===== src/sv/rtc_pkg.sv =====
// Package for the real-time clock/calendar: request and result structs,
// counter state, command codes and the month-length table. No dependencies.

package rtc_pkg;

  // Width of the free-running tick total
  localparam int TOTAL_TICK_WIDTH = 32;

  localparam logic [7:0] TPS_RESET = 8'd16;

  // Command codes
  localparam logic [1:0] CMD_TICK      = 2'd0;
  localparam logic [1:0] CMD_LOAD_TIME = 2'd1;
  localparam logic [1:0] CMD_LOAD_DATE = 2'd2;

  // Last value of each counter before it wraps
  localparam logic [5:0] SEC_LAST   = 6'd59;
  localparam logic [5:0] MIN_LAST   = 6'd59;
  localparam logic [4:0] HOUR_LAST  = 5'd23;
  localparam logic [3:0] MONTH_LAST = 4'd12;

  // Multiplicative inverse of 25 mod 2^16, and the largest product that
  // marks an exact multiple of 25 (65535 / 25)
  localparam logic [15:0] INV25     = 16'd23593;
  localparam logic [15:0] DIV25_MAX = 16'(65535 / 25);

  typedef struct packed {
    logic [1:0]  cmd;
    logic [4:0]  load_hours;
    logic [5:0]  load_minutes;
    logic [5:0]  load_seconds;
    logic [4:0]  load_day;
    logic [3:0]  load_month;
    logic [15:0] load_year;
  } rtc_in_t;

  typedef struct packed {
    logic [5:0]  out_seconds;
    logic [5:0]  out_minutes;
    logic [4:0]  out_hours;
    logic [4:0]  out_day;
    logic [3:0]  out_month;
    logic [15:0] out_year;
    logic [31:0] out_total_ticks;
  } rtc_out_t;

  typedef struct packed {
    logic [7:0]                  tick_phase;
    logic [TOTAL_TICK_WIDTH-1:0] tick_total;
    logic [5:0]                  sec_count;
    logic [5:0]                  min_count;
    logic [4:0]                  hour_count;
    logic [4:0]                  day_count;
    logic [3:0]                  month_count;
    logic [15:0]                 year_count;
  } rtc_state_t;

  // Days in a non-leap month; invalid months count as 31
  function automatic logic [4:0] month_len(input logic [3:0] m);
    logic [4:0] n;
    case (m)
      4'd2:    n = 5'd28;
      4'd4:    n = 5'd30;
      4'd6:    n = 5'd30;
      4'd9:    n = 5'd30;
      4'd11:   n = 5'd30;
      default: n = 5'd31;
    endcase
    return n;
  endfunction

endpackage


===== src/sv/rtc_in_reg.sv =====
// Input register stage: holds one request until the update stage takes it.
// Depends on rtc_pkg.

module rtc_in_reg import rtc_pkg::*; (
  input  logic    clk,
  input  logic    rst_n,
  input  logic    in_valid,
  output logic    in_ready,
  input  rtc_in_t in_data,
  output logic    req_valid,
  output rtc_in_t req_data,
  input  logic    req_take
);

  logic    valid_r;
  rtc_in_t data_r;

  // Free slot, or the held request leaves this cycle
  assign in_ready  = !valid_r || req_take;
  assign req_valid = valid_r;
  assign req_data  = data_r;

  always_ff @(posedge clk) begin
    if (!rst_n) begin
      valid_r <= 1'b0;
    end else if (in_ready) begin
      valid_r <= in_valid;
    end
  end

  always_ff @(posedge clk) begin
    if (in_valid && in_ready) begin
      data_r <= in_data;
    end
  end

endmodule


===== src/sv/rtc_advance.sv =====
// Next-state logic: applies one request (tick or load) to the counters,
// carrying through seconds, minutes, hours, day, month and year.
// Depends on rtc_pkg.

module rtc_advance import rtc_pkg::*; (
  input  rtc_state_t cur,
  input  rtc_in_t    req,
  input  logic [7:0] tps,
  output rtc_state_t nxt
);

  logic [8:0]  phase_inc;
  logic        sec_step;
  logic        sec_wrap;
  logic        min_wrap;
  logic        hour_wrap;
  logic        day_wrap;
  logic [15:0] y_prod;
  logic        div25;
  logic        leap;
  logic [4:0]  dim;

  // Leap year: multiple of 4, and not of 100 unless of 400.
  // Divisibility by 25 via multiply by the modular inverse.
  assign y_prod = 16'(cur.year_count * INV25);
  assign div25  = (y_prod <= DIV25_MAX);
  assign leap   = (cur.year_count[1:0] == 2'b00) &&
                  (!div25 || (cur.year_count[3:0] == 4'b0000));

  always_comb begin
    dim = month_len(cur.month_count);
    if (cur.month_count == 4'd2 && leap) begin
      dim = 5'd29;
    end
  end

  // Carry chain
  assign phase_inc = {1'b0, cur.tick_phase} + 9'd1;
  assign sec_step  = (phase_inc >= {1'b0, tps});
  assign sec_wrap  = (cur.sec_count >= SEC_LAST);
  assign min_wrap  = (cur.min_count >= MIN_LAST);
  assign hour_wrap = (cur.hour_count >= HOUR_LAST);
  assign day_wrap  = (cur.day_count >= dim);

  always_comb begin
    nxt = cur;
    case (req.cmd)
      CMD_TICK: begin
        nxt.tick_total = cur.tick_total + 1'b1;
        if (sec_step) begin
          nxt.tick_phase = 8'd0;
          nxt.sec_count  = sec_wrap ? 6'd0 : cur.sec_count + 6'd1;
          if (sec_wrap) begin
            nxt.min_count = min_wrap ? 6'd0 : cur.min_count + 6'd1;
            if (min_wrap) begin
              nxt.hour_count = hour_wrap ? 5'd0 : cur.hour_count + 5'd1;
              if (hour_wrap) begin
                nxt.day_count = day_wrap ? 5'd1 : cur.day_count + 5'd1;
                if (day_wrap) begin
                  if (cur.month_count >= MONTH_LAST) begin
                    nxt.month_count = 4'd1;
                    nxt.year_count  = cur.year_count + 16'd1;
                  end else begin
                    nxt.month_count = cur.month_count + 4'd1;
                  end
                end
              end
            end
          end
        end else begin
          nxt.tick_phase = phase_inc[7:0];
        end
      end
      CMD_LOAD_TIME: begin
        nxt.hour_count = req.load_hours;
        nxt.min_count  = req.load_minutes;
        nxt.sec_count  = req.load_seconds;
      end
      CMD_LOAD_DATE: begin
        nxt.day_count   = req.load_day;
        nxt.month_count = req.load_month;
        nxt.year_count  = req.load_year;
      end
      default: begin
        nxt = cur;
      end
    endcase
  end

endmodule


===== src/sv/rtc_calendar_counter_top.sv =====
// Real-time clock/calendar top: input register, counter state, result register.
// Depends on rtc_pkg, rtc_in_reg and rtc_advance.
// A request passes the input register, then the state and result registers.
// Throughput: one request per cycle with out_ready high; combinational carry chain.
// Reset (rst_n low, synchronous): time 00:00:00, date day 1 month 1 year 0,
// tick phase and total cleared, ticks_per_second 16, both stages empty.

module rtc_calendar_counter_top import rtc_pkg::*; (
  input  logic       clk,
  input  logic       rst_n,
  input  logic       in_valid,
  output logic       in_ready,
  input  rtc_in_t    in_data,
  output logic       out_valid,
  input  logic       out_ready,
  output rtc_out_t   out_data,
  input  logic       cfg_we,
  input  logic [7:0] cfg_wdata
);

  logic       tps_r;
  logic [7:0] tps_val_r;
  logic       req_valid;
  rtc_in_t    req_data;
  logic       req_take;
  rtc_state_t state_r;
  rtc_state_t state_nxt;
  logic       out_valid_r;
  rtc_out_t   out_r;

  // Configuration register
  always_ff @(posedge clk) begin
    if (!rst_n) begin
      tps_r     <= 1'b0;
      tps_val_r <= TPS_RESET;
    end else if (cfg_we) begin
      tps_r     <= 1'b1;
      tps_val_r <= cfg_wdata;
    end
  end

  rtc_in_reg u_in_reg (
    .clk       (clk),
    .rst_n     (rst_n),
    .in_valid  (in_valid),
    .in_ready  (in_ready),
    .in_data   (in_data),
    .req_valid (req_valid),
    .req_data  (req_data),
    .req_take  (req_take)
  );

  rtc_advance u_advance (
    .cur (state_r),
    .req (req_data),
    .tps (tps_val_r),
    .nxt (state_nxt)
  );

  // Update when a request is held and the result slot is free or draining
  assign req_take = req_valid && (!out_valid_r || out_ready);

  always_ff @(posedge clk) begin
    if (!rst_n) begin
      state_r <= '{tick_phase:  8'd0,
                   tick_total:  '0,
                   sec_count:   6'd0,
                   min_count:   6'd0,
                   hour_count:  5'd0,
                   day_count:   5'd1,
                   month_count: 4'd1,
                   year_count:  16'd0};
    end else if (req_take) begin
      state_r <= state_nxt;
    end
  end

  // Result register
  always_ff @(posedge clk) begin
    if (!rst_n) begin
      out_valid_r <= 1'b0;
    end else if (req_take) begin
      out_valid_r <= 1'b1;
    end else if (out_ready) begin
      out_valid_r <= 1'b0;
    end
  end

  always_ff @(posedge clk) begin
    if (req_take) begin
      out_r <= '{out_seconds:     state_nxt.sec_count,
                 out_minutes:     state_nxt.min_count,
                 out_hours:       state_nxt.hour_count,
                 out_day:         state_nxt.day_count,
                 out_month:       state_nxt.month_count,
                 out_year:        state_nxt.year_count,
                 out_total_ticks: 32'(state_nxt.tick_total)};
    end
  end

  assign out_valid = out_valid_r;
  assign out_data  = out_r;

  // Checks
  a_take_gives_result: assert property (@(posedge clk) disable iff (!rst_n)
    req_take |=> out_valid_r)
    else $error("update without a result");

  a_tick_counts: assert property (@(posedge clk) disable iff (!rst_n)
    (req_take && req_data.cmd == CMD_TICK) |=>
      state_r.tick_total == TOTAL_TICK_WIDTH'($past(state_r.tick_total) + 1'b1))
    else $error("tick total did not advance by one");

  a_load_keeps_total: assert property (@(posedge clk) disable iff (!rst_n)
    (req_take && req_data.cmd != CMD_TICK) |=>
      ($stable(state_r.tick_total) && $stable(state_r.tick_phase)))
    else $error("non-tick request changed the tick counters");

  a_idle_holds_state: assert property (@(posedge clk) disable iff (!rst_n)
    !req_take |=> $stable(state_r))
    else $error("state changed without a request");

  a_result_matches_state: assert property (@(posedge clk) disable iff (!rst_n)
    out_valid_r |-> (out_r.out_year == state_r.year_count &&
                     out_r.out_seconds == state_r.sec_count))
    else $error("result out of step with counter state");

  a_cfg_flag: assert property (@(posedge clk) disable iff (!rst_n)
    cfg_we |=> tps_r)
    else $error("configuration write not recorded");

endmodule

===== config.mk =====
export PLATFORM = sky130hd
export DESIGN_NAME = rtc_calendar_counter_top
export DESIGN_NICKNAME = d
export VERILOG_FILES = /design/src/sv/rtc_pkg.sv /design/src/sv/rtc_in_reg.sv /design/src/sv/rtc_advance.sv /design/src/sv/rtc_calendar_counter_top.sv
export SDC_FILE = /design/constraint.sdc
export NUM_CORES = 1
export LEC_CHECK = 0
export BUFFER_PORTS_ARGS = -buffer_cell sky130_fd_sc_hd__buf_2
export CAP_MARGIN = 10
export CORE_ASPECT_RATIO = 1.1
export CORE_UTILIZATION = 35
export DETAILED_ROUTE_END_ITERATION = 8
export PLACE_DENSITY_LB_ADDON = 0.1
export SLEW_MARGIN = 20
export SYNTH_ARGS = -nofsm -noshare
export SYNTH_HDL_FRONTEND = slang
export SYNTH_SLANG_ARGS = --single-unit

===== constraint.sdc =====
create_clock -name clk -period 14.04 [get_ports clk]
set_clock_uncertainty 0.15 [all_clocks]
set_input_delay 2.808 -clock clk [delete_from_list [all_inputs] [get_ports clk]]
set_output_delay 2.808 -clock clk [all_outputs]
set_load 0.05 [all_outputs]

# Word level (Yosys, flattened, before mapping)
# Index checks and enable logic that the tools add are counted.
classes:
  n_addsub: 8
  mul: 1
  n_lt_le_gt_ge: 7
  eq_ne: 7
  mux: 19
  reduce_logical: 16
op_table:
  columns: ["cell", "n"]
  rows:
  - ["case mux 25 bit (2 select lines)", 1]
  - ["2-to-1 mux 42 bit", 1]
  - ["2-to-1 mux 36 bit", 1]
  - ["case mux 17 bit (2 select lines)", 1]
  - ["adder 32 x 1 -> 32 bit (second input constant)", 1]
  - ["2-to-1 mux 32 bit", 1]
  - ["2-to-1 mux 30 bit", 1]
  - ["2-to-1 mux 25 bit", 1]
  - ["2-to-1 mux 20 bit", 1]
  - ["adder 16 x 1 -> 16 bit (second input constant)", 1]
  - ["<= comparator 16 x 12 -> 1 bit (second input constant)", 1]
  - ["multiplier 16 x 15 -> 16 bit (second input constant)", 1]
  - ["2-to-1 mux 16 bit", 1]
  - ["adder 6 x 1 -> 6 bit (second input constant)", 2]
  - [">= comparator 6 bit (second input constant)", 2]
  - ["2-to-1 mux 6 bit", 2]
  - ["adder 5 x 1 -> 5 bit (second input constant)", 2]
  - ["2-to-1 mux 5 bit", 2]
  - ["adder 8 x 1 -> 9 bit (second input constant)", 1]
  - [">= comparator 9 x 8 -> 1 bit", 1]
  - ["== test 4 x 3 -> 1 bit (second input constant)", 2]
  - ["== test 4 bit (second input constant)", 2]
  - ["2-to-1 mux 8 bit", 1]
  - [">= comparator 5 bit", 1]
  - ["18 further kinds", 27]
word_totals:
  regBits: 210
  inputBits: 57
  out_inout_bits: 76
  word_cells: 83

# Depth between registers and ports, before layout
depth:
  word_depth: 14
  mapped_depth: 23
  mapped_depth_nobuf: 23

# Hierarchy
# A second synthesis with hierarchy kept.
unflattened:
  hier_cells: 1142
  hier_area_um2: 11795.1
modules_own_cells:
  columns: ["mod", "n_inst", "cells_per_inst", "area_each_um2", "seq_area_each_um2"]
  rows:
  - ["rtc_calendar_counter_top", 1, 460, 5914.4, 4043.9]
  - ["rtc_advance", 1, 633, 4501.8, 0.0]
  - ["rtc_in_reg", 1, 49, 1378.8, 1341.3]

# Least setup slack after synthesis
# OpenSTA, ideal clock, no wires.
synth_path:
  path_kind: "input to register"
  start: "input out_ready"
  end: "register state_r[40] (netlist bit)"
  setup_time_ns: 0.282
  arrival_ns: 5.915
  required_ns: 13.608
  path_slack_ns: 7.692
  path_stages: 6
  n_path_buf: 2
  path_cell_list: "nor2b_1 > nand2b_1 > inv_1 > clkbuf_1 > clkbuf_1 > a41oi_1"
synth_between:
  elab_chain_cells: 2
synth_rtl:
  columns: ["item", "line", "source"]
  rows:
  - ["start: declaration", "rtc_calendar_counter_top.sv:15", "input logic out_ready,"]
  - ["logical OR 1 bit", "rtc_calendar_counter_top.sv:61", "assign req_take = req_valid && (!out_valid_r || out_ready);"]
  - ["logical AND 1 bit", "rtc_calendar_counter_top.sv:61", null]
  - ["via req_take", "rtc_calendar_counter_top.sv:25", "logic req_take;"]
  - ["end signal: assignment", "rtc_calendar_counter_top.sv:65", "state_r <= '{tick_phase: 8'd0,"]
  - ["end signal: assignment", "rtc_calendar_counter_top.sv:74", "state_r <= state_nxt;"]
  - ["end: declaration", "rtc_calendar_counter_top.sv:26", "rtc_state_t state_r;"]
# The timed path passes the listed nets, and every way through them passes these cells.
# A chain may end at the register's enable or synchronous reset.

==> impl_metrics.env <==
export IMPL_post_drt_wl_per_cell_um=19.36
export IMPL_p_int_mw=1.146
export IMPL_io_pins=133
export IMPL_post_layout_nonfiller_instances=1795
export IMPL_holdCritPathClass="reg -> reg"
export IMPL_dominantRegCellSynth="sky130_fd_sc_hd__edfxtp_1"
export IMPL_timing_max_slew_rel_slack_pct=29.33
export IMPL_core_area_um2=34470
export IMPL_clock_root_buffer="sky130_fd_sc_hd__clkbuf_16"
export IMPL_timing_critical_path_arrival_ns=6.97
export IMPL_worstHoldStart="state_r[75]"
export IMPL_clkSlewWorstSetupHoldPaths_ns=0.06
export IMPL_grt_first_pass_wirelength_um=54760
export IMPL_cpPeakStageDelay_ns=0.54
export IMPL_count_of_endpoints_failing_setup_in_the_final_report=0
export IMPL_timing_critical_path_slowest_stage_cell="sky130_fd_sc_hd__dfxtp_1"
export IMPL_worst_reg2reg_setup_slack_ns=7.16
export IMPL_setup_repair_after_global_routing_missed_its_margin="false"
export IMPL_grt_antenna_before_repair=0
export IMPL_global_route_usage_total_pct=19.37
export IMPL_synth_ff_latch_count=210
export IMPL_dp_final_hpwl_um=23670
export IMPL_grt_start_max_net_pins=70
export IMPL_synth_area_um2=12360
export IMPL_pwr_share_seq_pct=44.4
export IMPL_final_cell_area_um2=14300
export IMPL_post_dp_cell_area_um2=13420
export IMPL_floorplan_initialDensity_pct=35.85
export IMPL_postSynth_asyncResetShare_pct=0
export IMPL_clock_network_fraction_of_design_power_pct=43.8
export IMPL_critPathRequiredTime_ns=14.13
export IMPL_syn_nets=1390
export IMPL_power_ir_vdd_worst_uv=85.38
export IMPL_post_layout_total_power_mw=1.569
export IMPL_worst_setup_path_end_kind="flip-flop"
export IMPL_die_area_um2=36060
export IMPL_p_comb_share_pct=11.9
export IMPL_setup_total_negative_slack_ns=0
export IMPL_worst_path_max_fanout=10
export IMPL_worstPathCellList="ha_1 > inv_1 > fa_1 > inv_1 > ha_1 > ha_1 > fa_1 > ha_1 > ha_1 > and3_1 > a2111o_1 > xor2_1 > a2111oi_0 > a31oi_1 > ha_1 > nand2b_1 > a21o_1 > and4_1 > o21ai_1 > o311ai_0 > o221ai_1"
export IMPL_route_detailed_vias_per_inst=5.466
export IMPL_sequential_area_share_after_synthesis_pct=43.58
export IMPL_cts_buffer_depth=3
export IMPL_regToRegEndpoint="out_data[36]"
export IMPL_insertion_delay_ns=0.53
export IMPL_pwr_density_cell_nw_per_um2=109.7
export IMPL_net_sw_power_mw=0.4226
export IMPL_worst_hold_path_endpoint="state_r[75]"
export IMPL_placement_io_buffers=132
export IMPL_ant_nets=0
export IMPL_routed_via_count=9812
export IMPL_yosys_cell_types_count=92
export IMPL_reg2reg_depth=21
export IMPL_maximum_frequency_from_static_timing_analysis_ghz=0.1453
export IMPL_period_minus_slack_ns=6.880
export IMPL_post_route_cells_drive_above_1_share_pct=17.76
export IMPL_tritoncts="yes"
export IMPL_switching_share_pct=26.94
export IMPL_startpoint_of_the_most_critical_register_to_register_path="state_r[8]"
export IMPL_final_cell_utilization_of_the_core_pct=41.49
export IMPL_cts_inserted_buffers=26
export IMPL_place_detailed_instances=1747
export IMPL_buffer_count_from_post_cts_setup_fixing=0
export IMPL_place_congestion=0.8589
export IMPL_timing_max_transition_violations_final=0
export IMPL_synth_warnings=0
export IMPL_critical_path_type="reg -> reg"
export IMPL_clock_sink_count=210
export IMPL_synth_edf_count=118
export IMPL_drv_cap=0
export IMPL_drt_pass1_iter_count=5
export IMPL_postCtsHoldBufs=0
export IMPL_finalHoldViolations=0
export IMPL_fillCellCount=3444
export IMPL_synthesis_instances=1232
export IMPL_syn_avg_cell_area_um2=10.03
export IMPL_critPathLaunchType="flip-flop"
export IMPL_chipHeight_um=199.1
export IMPL_cpMostUsedCell="sky130_fd_sc_hd__ha_1"
export IMPL_worst_slew_pin_transition_ns=1.059
export IMPL_n_antenna_cell=0
export IMPL_cts_htree_levels=1
export IMPL_first_global_vias=9668
export IMPL_floorplan_rows=71
export IMPL_detailedRoute_firstIterationViolations=671
export IMPL_grt_ovfl_total=0
export IMPL_finalWirelength_um=34750
export IMPL_run_status="finished clean"
export IMPL_worst_hold_path_cells=2
export IMPL_p_leak_nw=5.688
export IMPL_design_final_nets=1495
export IMPL_drc_errors=0
export IMPL_die_x_um=181.1
export IMPL_post_route_period_util_pct=49.01
export IMPL_flow_area_growth_from_synthesis_pct=15.76
export IMPL_cts_repair_resized=0
-- cell type report --
type | instances | area (um2) | area share, %
inverters | 73 | 276.5 | 1.933
flip-flops and latches | 210 | 5385 | 37.65
clock inverters | 18 | 186.4 | 1.303
multi-input cells | 875 | 6406 | 44.79
clock buffers | 30 | 696.9 | 4.873
repair buffers | 151 | 803.3 | 5.616
well taps | 438 | 548.0 | 3.832
-- state kept, by name, indices dropped and copies added, names as in the netlist --
| name | count |
|---|---|
| u_in_reg.req_valid | 1 |
| out_data | 74 |
| tps_val_r | 8 |
| u_in_reg.req_data | 44 |
| out_valid | 1 |
| state_r | 82 |
-- synthesized netlist by cell type, types with 5 or more instances --
cell	n	area, um2
sky130_fd_sc_hd__nand3_1	43	215.2
sky130_fd_sc_hd__a21oi_1	49	245.2
sky130_fd_sc_hd__o211ai_1	12	90.09
sky130_fd_sc_hd__clkbuf_1	55	206.5
sky130_fd_sc_hd__o21ai_0	55	275.3
sky130_fd_sc_hd__and3_1	18	112.6
sky130_fd_sc_hd__nor3_1	29	145.1
sky130_fd_sc_hd__and2_1	10	62.56
sky130_fd_sc_hd__mux2i_1	11	110.1
sky130_fd_sc_hd__a211oi_1	10	75.07
sky130_fd_sc_hd__and4_1	5	43.79
sky130_fd_sc_hd__a31oi_1	18	112.6
sky130_fd_sc_hd__dfxtp_1	92	1842
sky130_fd_sc_hd__nand2b_1	8	50.05
sky130_fd_sc_hd__o32ai_1	5	43.79
sky130_fd_sc_hd__o2111ai_1	5	43.79
sky130_fd_sc_hd__nor4_1	11	68.82
sky130_fd_sc_hd__buf_1	7	26.28
sky130_fd_sc_hd__inv_1	72	270.3
sky130_fd_sc_hd__nor2_1	91	341.6
sky130_fd_sc_hd__a22oi_1	14	105.1
sky130_fd_sc_hd__buf_2	10	50.05
sky130_fd_sc_hd__nand2_1	98	367.9
sky130_fd_sc_hd__xor2_1	37	324.1
sky130_fd_sc_hd__or3_1	13	81.33
sky130_fd_sc_hd__o21a_1	7	52.55
sky130_fd_sc_hd__o2111a_1	5	56.30
sky130_fd_sc_hd__nor2b_1	6	37.54
sky130_fd_sc_hd__nand4_1	19	118.9
sky130_fd_sc_hd__fa_1	18	360.4
sky130_fd_sc_hd__o31ai_1	10	75.07
sky130_fd_sc_hd__xnor2_1	45	394.1
sky130_fd_sc_hd__a21o_1	9	67.56
sky130_fd_sc_hd__edfxtp_1	118	3543
sky130_fd_sc_hd__o311ai_0	5	43.79
sky130_fd_sc_hd__o22ai_1	12	75.07
sky130_fd_sc_hd__o221ai_1	5	43.79
sky130_fd_sc_hd__a22o_1	5	43.79
sky130_fd_sc_hd__ha_1	83	1039
-- worst max-delay path: cells and delay by family, from the launching register on --
| family | cells | cell delay [ns] |
|---|---|---|
| flip-flops | 1 | 0.54 |
| AO/OA/AOI/OAI | 7 | 2.15 |
| buffers and inverters | 2 | 0.14 |
| adder cells (fa/ha/maj) | 8 | 2.74 |
| XOR/XNOR | 1 | 0.15 |
| AND/OR/NAND/NOR | 3 | 0.70 |
-- per-stage QoR --
step | hold slack [ns] | worst slack (ns)
2_1_floorplan | 0.2992 | 7.692
3_3_place_gp | 0.3154 | 7.286
3_5_place_dp | 0.3199 | 7.274
4_1_cts | 0.3278 | 7.188
5_1_grt | 0.3580 | 6.717
6_report | 0.3221 | 7.160
-- per-layer routing --
layer	vias up	global-route usage, %	share of wire [%]
li1	4772	-	-
met1	4719	26.22	47
met2	279	32.59	46
met3	42	2.460	4.7
met4	0	5.116	2.1
met5	-	0	0
-- how the worst max path moves through the flow --
stage          cells past startpoint           end        from  slack (ns)
2_1_floorplan                      6   state_r[40]   out_ready        7.69
3_3_place_gp                      21  out_data[38]  state_r[8]        7.29
3_5_place_dp                      21  out_data[36]  state_r[8]        7.27
4_1_cts                           21  out_data[36]  state_r[8]        7.19
5_1_grt                           21  out_data[36]  state_r[7]        6.72
6_report                          21  out_data[36]  state_r[8]        7.16
-- cell usage in the layout (no fill, tap or decap), drive strengths merged, types with 20 or more instances in the layout --
cell,netlist,final
buf,19,151
edfxtp,118,118
nand2,99,99
dfxtp,92,92
nor2,92,92
ha,83,83
inv,73,74
o21ai,59,59
a21oi,52,52
xnor2,45,45
nand3,44,44
xor2,37,37
nor3,31,31
clkbuf,55,30
nand4,22,22
and3,20,20
-- power by group through the flow --
stage / registers [mW] / clock network [mW] / logic, mW
finish: 0.696 / 0.687 / 0.186
global route: 0.699 / 0.730 / 0.206
CTS: 0.696 / 0.708 / 0.189
detailed placement: 0.709 / 0 / 0.188
global placement: 0.709 / 0 / 0.187
floorplan: 0.741 / 0 / 0.0967
-- cell families (layout without fill, tap and decap cells) --
| kind of cell | after synthesis | count (layout) | synth area share, % |
|---|---|---|---|
| compound gates | 296 | 296 | 17.63 |
| simple gates | 382 | 382 | 15.78 |
| xor+xnor | 82 | 82 | 5.813 |
| flops | 210 | 210 | 43.58 |
| buf+inv | 147 | 272 | 4.689 |
| fa+ha+maj | 102 | 102 | 11.40 |
| mux | 13 | 13 | 1.104 |
Note: power is estimated with default switching activity, not from simulation.
